`config.mk`:
```
export PLATFORM = sky130hd
export DESIGN_NAME = generation_tagged_slot_allocator_flat
export DESIGN_NICKNAME = d
export VERILOG_FILES = /design/src/sv/gtsa_pkg.sv /design/src/sv/gtsa_req_if.sv /design/src/sv/gtsa_rsp_if.sv /design/src/sv/generation_tagged_slot_allocator.sv /design/src/flat_wrapper.sv
export SDC_FILE = /design/constraint.sdc
export NUM_CORES = 2
export LEC_CHECK = 0
export BUFFER_PORTS_ARGS = -buffer_cell sky130_fd_sc_hd__buf_2
export CAP_MARGIN = 5
export CORE_MARGIN = 3
export CORE_UTILIZATION = 65
export CTS_BUF_LIST = sky130_fd_sc_hd__clkbuf_8
export DETAILED_ROUTE_END_ITERATION = 16
export PLACE_DENSITY = 0.83
export SYNTH_ARGS = -nofsm -noshare
export SYNTH_HDL_FRONTEND = slang
export SYNTH_SLANG_ARGS = --single-unit
```
`constraint.sdc`:
```
create_clock -name clk -period 10.7 [get_ports clk]
set_input_delay 1.605 -clock clk [delete_from_list [all_inputs] [get_ports clk]]
set_output_delay 1.605 -clock clk [all_outputs]
set_load 0.02 [all_outputs]
```
`src/sv/gtsa_pkg.sv`:
```
// Shared types, constants and the digest mix function of the slot allocator.
`default_nettype none
package gtsa_pkg;

	localparam int unsigned SLOTS   = 64;
	localparam int unsigned SLOT_W  = 6;
	localparam int unsigned CNT_W   = 7;
	localparam int unsigned GEN_W   = 64;
	localparam int unsigned OBJ_W   = 16;
	localparam int unsigned CFG_IDX_W = 2;

	localparam logic [63:0] SLOT_MAGIC = 64'h5a69_4f62_6a53_6c74;
	localparam logic [63:0] TAIL_SALT  = 64'h5aa5_5aa5_5aa5_5aa5;
	localparam logic [63:0] MIX_ADD    = 64'h9e37_79b9_7f4a_7c15;

	// slot state codes folded into the header checksum
	localparam logic [63:0] HDR_ST_FREE = 64'd1;
	localparam logic [63:0] HDR_ST_BUSY = 64'd2;

	typedef enum logic [2:0] {
		ST_OK        = 3'd0,
		ST_BAD_INDEX = 3'd1,
		ST_DBL_FREE  = 3'd2,
		ST_NO_SLOT   = 3'd3,
		ST_GEN_EXH   = 3'd4
	} status_t;

	typedef enum logic {
		REQ_ALLOC = 1'b0,
		REQ_FREE  = 1'b1
	} req_t;

	typedef enum logic [CFG_IDX_W-1:0] {
		CFG_COOKIE     = 2'd0,
		CFG_SLOT_COUNT = 2'd1,
		CFG_OBJ_SIZE   = 2'd2
	} cfg_reg_t;

	// one chaining step: h ^ (v + K + (h << 6) + (h >> 2)), modulo 2^64
	function automatic logic [63:0] mix(input logic [63:0] h, input logic [63:0] v);
		mix = h ^ (v + MIX_ADD + (h << 6) + (h >> 2));
	endfunction

endpackage
`default_nettype wire

```
`src/sv/gtsa_req_if.sv`:
```
// Request channel interface: valid/ready with request type and slot index.
`default_nettype none
interface gtsa_req_if;
	import gtsa_pkg::*;

	logic              valid;
	logic              ready;
	logic              req_type;
	logic [SLOT_W-1:0] slot_index;

	modport source (output valid, output req_type, output slot_index, input ready);
	modport sink   (input valid, input req_type, input slot_index, output ready);
endinterface
`default_nettype wire

```
`src/sv/gtsa_rsp_if.sv`:
```
// Result channel interface: valid/ready with status, slot, generation and digests.
`default_nettype none
interface gtsa_rsp_if;
	import gtsa_pkg::*;

	logic              valid;
	logic              ready;
	logic [2:0]        status;
	logic [SLOT_W-1:0] granted_slot;
	logic [GEN_W-1:0]  slot_generation;
	logic [63:0]       header_checksum;
	logic [63:0]       tail_canary;
	logic [CNT_W-1:0]  active_count;

	modport source (output valid, output status, output granted_slot,
		output slot_generation, output header_checksum, output tail_canary,
		output active_count, input ready);
	modport sink (input valid, input status, input granted_slot,
		input slot_generation, input header_checksum, input tail_canary,
		input active_count, output ready);
endinterface
`default_nettype wire

```
`src/sv/generation_tagged_slot_allocator.sv`:
```
// Top level of the generation-tagged fixed-slot allocator.
// The allocator takes one request item per cycle unless the output stalls, and
// returns one result item per request from the last digest stage. The slot
// decision (lowest free slot via a priority encode over the busy bitmap, range,
// double-free and generation checks) and the state update happen in the cycle
// the request is accepted, so back-to-back requests always see up-to-date busy
// bits. The header checksum and the tail canary are chains of 64-bit mix steps;
// one mix step per stage gives three digest stages after the decision stage,
// and that chain sets the latency. A result held at the output stalls the stages
// behind it; free stages still accept items. The user must write configuration
// through the cfg port only while no request is in flight; the block does not
// enforce it. The cookie-magic mix is precomputed the cycle after a cookie write.
`default_nettype none
module generation_tagged_slot_allocator (
	input  wire logic                          clk,
	input  wire logic                          arst_n,
	input  wire logic                          cfg_we,
	input  wire logic [gtsa_pkg::CFG_IDX_W-1:0] cfg_index,
	input  wire logic [63:0]                   cfg_wdata,
	gtsa_req_if.sink                           req,
	gtsa_rsp_if.source                         rsp
);
	import gtsa_pkg::*;

	// configuration
	logic [63:0]      cookie_q;
	logic [CNT_W-1:0] slot_count_q;
	logic [OBJ_W-1:0] obj_size_q;
	logic [63:0]      hdr_seed_q;

	// allocator state
	logic [SLOTS-1:0] busy_q;
	logic [GEN_W-1:0] cur_gen_q;
	logic [CNT_W-1:0] busy_total_q;

	// decision logic
	logic [CNT_W-1:0]  eff_n;
	logic [SLOTS-1:0]  free_vec;
	logic              found;
	logic [SLOT_W-1:0] low_idx;
	logic              idx_in_range;
	logic              gen_max;
	status_t           dec_status;
	logic              dec_ok;
	logic              is_alloc;
	logic [SLOT_W-1:0] tgt_slot;
	logic              accept;

	// pipeline control
	logic v1_s1, v2_s2, v3_s3, v4_s4;
	logic adv1, adv2, adv3, adv4;

	// pipeline payload
	status_t           status_s1, status_s2, status_s3;
	logic [2:0]        status_s4;
	logic [SLOT_W-1:0] slot_s1, slot_s2, slot_s3, slot_s4;
	logic [GEN_W-1:0]  gen_s1, gen_s2, gen_s3, gen_s4;
	logic              ok_s1, ok_s2, ok_s3;
	logic              alloc_s1, alloc_s2, alloc_s3;
	logic [CNT_W-1:0]  act_s1, act_s2, act_s3, act_s4;
	logic [63:0]       hdr_s2, hdr_s3, hdr_s4;
	logic [63:0]       tail_s2, tail_s3, tail_s4;

	// effective slot count: clamp to what is built
	assign eff_n = (slot_count_q > CNT_W'(SLOTS)) ? CNT_W'(SLOTS) : slot_count_q;

	always_comb begin
		for (int i = 0; i < SLOTS; i++) begin
			free_vec[i] = ~busy_q[i] & (CNT_W'(i) < eff_n);
		end
	end

	assign found = |free_vec;

	// priority encode: lowest free slot wins
	always_comb begin
		low_idx = '0;
		for (int i = SLOTS - 1; i >= 0; i--) begin
			if (free_vec[i]) begin
				low_idx = SLOT_W'(i);
			end
		end
	end

	assign is_alloc     = (req.req_type == REQ_ALLOC);
	assign idx_in_range = ({1'b0, req.slot_index} < eff_n);
	assign gen_max      = &cur_gen_q;

	always_comb begin
		if (is_alloc) begin
			if (!found) begin
				dec_status = ST_NO_SLOT;
			end else if (gen_max) begin
				dec_status = ST_GEN_EXH;
			end else begin
				dec_status = ST_OK;
			end
		end else begin
			if (!idx_in_range) begin
				dec_status = ST_BAD_INDEX;
			end else if (!busy_q[req.slot_index]) begin
				dec_status = ST_DBL_FREE;
			end else if (gen_max) begin
				dec_status = ST_GEN_EXH;
			end else begin
				dec_status = ST_OK;
			end
		end
	end

	assign dec_ok   = (dec_status == ST_OK);
	assign tgt_slot = is_alloc ? low_idx : req.slot_index;

	// ready chain: a stage moves when it is empty or its successor moves
	assign adv4 = !v4_s4 || rsp.ready;
	assign adv3 = !v3_s3 || adv4;
	assign adv2 = !v2_s2 || adv3;
	assign adv1 = !v1_s1 || adv2;
	assign req.ready = adv1;
	assign accept = req.valid && adv1;

	// configuration registers
	always_ff @(posedge clk or negedge arst_n) begin
		if (!arst_n) begin
			cookie_q     <= '0;
			slot_count_q <= CNT_W'(64);
			obj_size_q   <= OBJ_W'(64);
		end else if (cfg_we) begin
			case (cfg_index)
				CFG_COOKIE:     cookie_q     <= cfg_wdata;
				CFG_SLOT_COUNT: slot_count_q <= cfg_wdata[CNT_W-1:0];
				CFG_OBJ_SIZE:   obj_size_q   <= cfg_wdata[OBJ_W-1:0];
				default: ;
			endcase
		end
	end

	// first header mix depends on the cookie only
	always_ff @(posedge clk) begin
		hdr_seed_q <= mix(cookie_q, SLOT_MAGIC);
	end

	// allocator state and stage valids
	always_ff @(posedge clk or negedge arst_n) begin
		if (!arst_n) begin
			busy_q       <= '0;
			cur_gen_q    <= GEN_W'(1);
			busy_total_q <= '0;
			v1_s1        <= 1'b0;
			v2_s2        <= 1'b0;
			v3_s3        <= 1'b0;
			v4_s4        <= 1'b0;
		end else begin
			if (accept && dec_ok) begin
				busy_q[tgt_slot] <= is_alloc;
				cur_gen_q        <= cur_gen_q + GEN_W'(1);
				busy_total_q     <= is_alloc ? busy_total_q + CNT_W'(1)
					: busy_total_q - CNT_W'(1);
			end
			if (adv1) v1_s1 <= req.valid;
			if (adv2) v2_s2 <= v1_s1;
			if (adv3) v3_s3 <= v2_s2;
			if (adv4) v4_s4 <= v3_s3;
		end
	end

	// payload pipeline: decision, then one mix step per stage
	always_ff @(posedge clk) begin
		if (accept) begin
			status_s1 <= dec_status;
			ok_s1     <= dec_ok;
			alloc_s1  <= dec_ok && is_alloc;
			slot_s1   <= dec_ok ? tgt_slot : '0;
			gen_s1    <= dec_ok ? cur_gen_q + GEN_W'(1) : '0;
			act_s1    <= dec_ok ? (is_alloc ? busy_total_q + CNT_W'(1)
				: busy_total_q - CNT_W'(1)) : busy_total_q;
		end
		if (adv2) begin
			status_s2 <= status_s1;
			ok_s2     <= ok_s1;
			alloc_s2  <= alloc_s1;
			slot_s2   <= slot_s1;
			gen_s2    <= gen_s1;
			act_s2    <= act_s1;
			hdr_s2    <= mix(hdr_seed_q, gen_s1);
			tail_s2   <= mix(cookie_q ^ TAIL_SALT, gen_s1);
		end
		if (adv3) begin
			status_s3 <= status_s2;
			ok_s3     <= ok_s2;
			alloc_s3  <= alloc_s2;
			slot_s3   <= slot_s2;
			gen_s3    <= gen_s2;
			act_s3    <= act_s2;
			hdr_s3    <= mix(hdr_s2, alloc_s2 ? HDR_ST_BUSY : HDR_ST_FREE);
			tail_s3   <= mix(tail_s2, {{(64-SLOT_W){1'b0}}, slot_s2});
		end
		if (adv4) begin
			status_s4 <= status_s3;
			slot_s4   <= slot_s3;
			gen_s4    <= gen_s3;
			act_s4    <= act_s3;
			// drop the digests on error; the canary only on a granted allocate
			hdr_s4    <= ok_s3 ? mix(hdr_s3, {{(64-SLOT_W){1'b0}}, slot_s3}) : '0;
			tail_s4   <= alloc_s3 ? mix(tail_s3, {{(64-OBJ_W){1'b0}}, obj_size_q}) : '0;
		end
	end

	assign rsp.valid           = v4_s4;
	assign rsp.status          = status_s4;
	assign rsp.granted_slot    = slot_s4;
	assign rsp.slot_generation = gen_s4;
	assign rsp.header_checksum = hdr_s4;
	assign rsp.tail_canary     = tail_s4;
	assign rsp.active_count    = act_s4;

	// busy counter tracks the bitmap
	a_count_matches: assert property (@(posedge clk) disable iff (!arst_n)
		busy_total_q == CNT_W'($countones(busy_q)))
		else $error("busy count differs from busy bitmap");

	// a granted request advances the generation by exactly one
	a_gen_step: assert property (@(posedge clk) disable iff (!arst_n)
		(accept && dec_ok) |=> cur_gen_q == $past(cur_gen_q) + GEN_W'(1))
		else $error("generation did not advance on a granted request");

	// a rejected request leaves the state alone
	a_err_no_change: assert property (@(posedge clk) disable iff (!arst_n)
		(accept && !dec_ok) |=> $stable(busy_q) && $stable(cur_gen_q))
		else $error("state changed on a rejected request");

	// error results carry no generation and no digests
	a_err_zero: assert property (@(posedge clk) disable iff (!arst_n)
		(v4_s4 && status_s4 != ST_OK) |->
			(gen_s4 == '0 && hdr_s4 == '0 && tail_s4 == '0 && slot_s4 == '0))
		else $error("error result carries payload");

	// an allocate never grants a busy slot
	a_alloc_free_slot: assert property (@(posedge clk) disable iff (!arst_n)
		(accept && dec_ok && is_alloc) |-> !busy_q[low_idx])
		else $error("allocate granted a busy slot");

endmodule
`default_nettype wire

```
`src/flat_wrapper.sv`:
```
// flat-port wrapper written by rule: the top's interface ports become plain ports
module generation_tagged_slot_allocator_flat import gtsa_pkg::*;
  (clk, arst_n, cfg_we, cfg_index, cfg_wdata, req_valid, req_req_type, req_slot_index, req_ready, rsp_valid, rsp_status, rsp_granted_slot, rsp_slot_generation, rsp_header_checksum, rsp_tail_canary, rsp_active_count, rsp_ready);
  gtsa_req_if req_i ();
  gtsa_rsp_if rsp_i ();
  input  wire logic clk;
  input  wire logic arst_n;
  input  wire logic cfg_we;
  input  wire logic [gtsa_pkg::CFG_IDX_W-1:0] cfg_index;
  input  wire logic [63:0] cfg_wdata;
  input wire logic [$bits(req_i.valid)-1:0] req_valid;
  input wire logic [$bits(req_i.req_type)-1:0] req_req_type;
  input wire logic [$bits(req_i.slot_index)-1:0] req_slot_index;
  output wire logic [$bits(req_i.ready)-1:0] req_ready;
  output wire logic [$bits(rsp_i.valid)-1:0] rsp_valid;
  output wire logic [$bits(rsp_i.status)-1:0] rsp_status;
  output wire logic [$bits(rsp_i.granted_slot)-1:0] rsp_granted_slot;
  output wire logic [$bits(rsp_i.slot_generation)-1:0] rsp_slot_generation;
  output wire logic [$bits(rsp_i.header_checksum)-1:0] rsp_header_checksum;
  output wire logic [$bits(rsp_i.tail_canary)-1:0] rsp_tail_canary;
  output wire logic [$bits(rsp_i.active_count)-1:0] rsp_active_count;
  input wire logic [$bits(rsp_i.ready)-1:0] rsp_ready;
  assign req_i.valid = req_valid;
  assign req_i.req_type = req_req_type;
  assign req_i.slot_index = req_slot_index;
  assign req_ready = req_i.ready;
  assign rsp_valid = rsp_i.valid;
  assign rsp_status = rsp_i.status;
  assign rsp_granted_slot = rsp_i.granted_slot;
  assign rsp_slot_generation = rsp_i.slot_generation;
  assign rsp_header_checksum = rsp_i.header_checksum;
  assign rsp_tail_canary = rsp_i.tail_canary;
  assign rsp_active_count = rsp_i.active_count;
  assign rsp_i.ready = rsp_ready;
  generation_tagged_slot_allocator u_core (.clk(clk), .arst_n(arst_n), .cfg_we(cfg_we), .cfg_index(cfg_index), .cfg_wdata(cfg_wdata), .req(req_i), .rsp(rsp_i));
endmodule
```
==> impl_metrics.py <==
metrics = {
    "run_status": {
        "status": "finished clean",
    },
    "finish": {
        "area_delta_synth_final_pct": 8.597,
        "stdcell_count": 9231,
        "final_cell_mix": "inv_1, ha_1, edfxtp_1",
        "layout-drive-gt1-share_pct": 9.107,
        "multi_input_area_um2": 40990,
        "layout_commonest_cell": "inv_1",
        "final_area_um2": 79660,
        "final.fill_count": 8055,
        "ff_latch_area_um2": 28260,
        "nNetsFinal": 8615,
    },
    "timing": {
        "finClkSkew_ns": 0.06126,
        "slew_viol_final": 0,
        "hold_viol": 0,
        "worst_pin_slew_ns": 1.250,
        "timing.final.crit_share_pct": 65.83,
        "finalCriticalPeriod_ns": 7.044,
        "setup_viol": 0,
        "relSlewSlack_pct": 15.56,
        "fin_hold_ws_ns": 0.3901,
        "rsz0062_at_grt": "false",
        "max_freq_mhz": 142.0,
        "finalSetupTns_ns": 0,
    },
    "die": {
        "dieWidth_um": 341.9,
        "coreArea_um2": 111300,
        "rows": 122,
        "io-pin-count": 288,
        "die_h_um": 341.9,
        "start_util_pct": 65.92,
        "die_area_um2": 116900,
    },
    "clock_network": {
        "clockRootBuffer": "clkbuf_8",
        "cts_hold_buf": 0,
        "post_cts_buffers": 0,
        "cts_tree": "yes",
        "path_clk_slew_ns": 0.07,
        "cts_buffers": 166,
        "cts_htree_levels": 4,
        "cts_sinks": 1000,
        "clockBufferDepth": 3,
        "cts_resized": 0,
        "clock_latency_ns": 0.90,
    },
    "drt": {
        "drtIter0Drc": 4757,
        "num_vias": 54940,
        "wl_mm": 189.5,
        "detail_route.wl_per_cell_um": 20.53,
        "viasPerCell": 5.952,
        "ant_nets": 0,
        "dr.pass1.iters": 6,
        "drc": 0,
    },
    "logic_synthesis": {
        "synth_edf_count": 710,
        "synthCells": 7236,
        "synthesis.area_um2": 73350,
        "synth_ff_type": "edfxtp_1",
        "synth-seq-cells": 1000,
        "ys_warn_count": 0,
        "synth_cell_types": 99,
        "postSynthAreaPerCell_um2": 10.14,
        "synth_fp_nets": 8251,
        "ys_seq_area_share_pct": 38.53,
        "async_flop_share_pct": 22.60,
    },
    "worst_setup_path": {
        "worstPathArrival_ns": 7.68,
        "crit_type": "reg2reg",
        "critPathMaxStageDelay_ns": 0.56,
        "cp_max_fo": 8,
        "crit_path_end_kind": "flip-flop",
        "start_kind": "flip-flop",
        "cp.required_ns": 11.34,
        "slowest_stage": "a211oi_1",
    },
    "global_routing": {
        "grt_max_degree": 133,
        "grt_pass1_vias": 53700,
        "grt.total_usage_pct": 32.29,
        "grt_overflow_total": 0,
        "grt_pass1_wl_mm": 295.2,
        "antenna_found_initial": 7,
    },
    "min_path": {
        "hold_class": "reg2reg",
    },
    "placed_design": {
        "gp_congestion": 1.005,
        "port_buffers": 287,
        "dp_hpwl_mm": 148.6,
        "place_area_um2": 76390,
        "dp_cells": 8919,
    },
    "flow_run": {
        "maxCapViolations": 0,
    },
}
-- through the flow --
step	worst slack [ns]	util (%)
4_1_cts	3.784	71.57
3_3_place_gp	3.909	68.65
6_report	3.656	71.58
3_5_place_dp	3.823	68.65
5_1_grt	3.261	71.58
2_1_floorplan	2.002	-
-- layer usage --
metal	track usage, %	vias to the layer above	share of wire [%]
met4	12.89	0	4.2
met1	43.21	26130	41
met2	51.45	2317	46
li1	-	26030	-
met3	6.953	469	9.1
met5	0	-	0
-- synth_stat cells, types with 64 or more instances --
library cell / count / area (um^2)
edfxtp_1: 710 / 21320
o21ai_0: 305 / 1526
xnor2_1: 702 / 6148
ha_1: 808 / 10110
inv_1: 964 / 3618
clkbuf_1: 81 / 304.0
and2_1: 140 / 875.8
o21a_1: 79 / 593.1
mux2_2: 74 / 833.3
nor3_1: 99 / 495.5
dfrtp_1: 223 / 5580
nand2b_1: 71 / 444.2
nand3_1: 124 / 620.6
nor2_1: 337 / 1265
nand2_1: 394 / 1479
dfxtp_1: 64 / 1281
xor2_1: 351 / 3074
fa_1: 129 / 2582
a21oi_1: 461 / 2307
a21o_1: 296 / 2222
-- critical path: cells and delay by family, from the launching register on --
family	cells	cell delay, ns
AND/OR/NAND/NOR	6	0.82
buffers and inverters	3	0.27
XOR/XNOR	2	0.42
adder cells (fa/ha/maj)	3	1.18
flip-flops	1	0.43
AO/OA/AOI/OAI	14	3.67
-- path summary, 6_finish.rpt --
kind / from / endpoint / slack (ns) / cells after the start
min reg2reg: u_core.gen_s2[49] / u_core.gen_s3[49] / 0.39 / 0
min: u_core.gen_s2[49] / u_core.gen_s3[49] / 0.39 / 0
min in group asynchronous: arst_n / u_core.cookie_q[47] / 0.73 / 1
max: u_core.gen_s1[0] / u_core.hdr_s2[62] / 3.66 / 28
max reg2reg: u_core.gen_s1[0] / u_core.hdr_s2[62] / 3.66 / 28
max in group asynchronous: arst_n / u_core.busy_q[3] / 7.69 / 3
-- kinds of logic after synthesis --
kind of cell               after synthesis  share of synthesized area, %
DFF                                   1000                         38.53
buffers and inverters                 1083                         5.636
adders and majority gates              937                         17.30
AOI/OAI and AO/OA                     1578                         13.84
muxes                                  120                         2.144
xor gates and xnor gates              1053                         12.57
and+or+nand+nor                       1465                         9.979
-- layout make-up --
type                       instances  share of cell area (%)
antenna                            2                0.006283
clock buffer                     171                   2.955
clock inverter                   138                   1.128
inverter                         965                   4.558
multi-input combinational       5153                   51.46
sequential                      1000                   35.48
tap                             1488                   2.337
timing repair buffer             314                   2.075
Power is not shown: default switching activity piles up to over one toggle a cycle in this logic, so the estimate is an artifact.
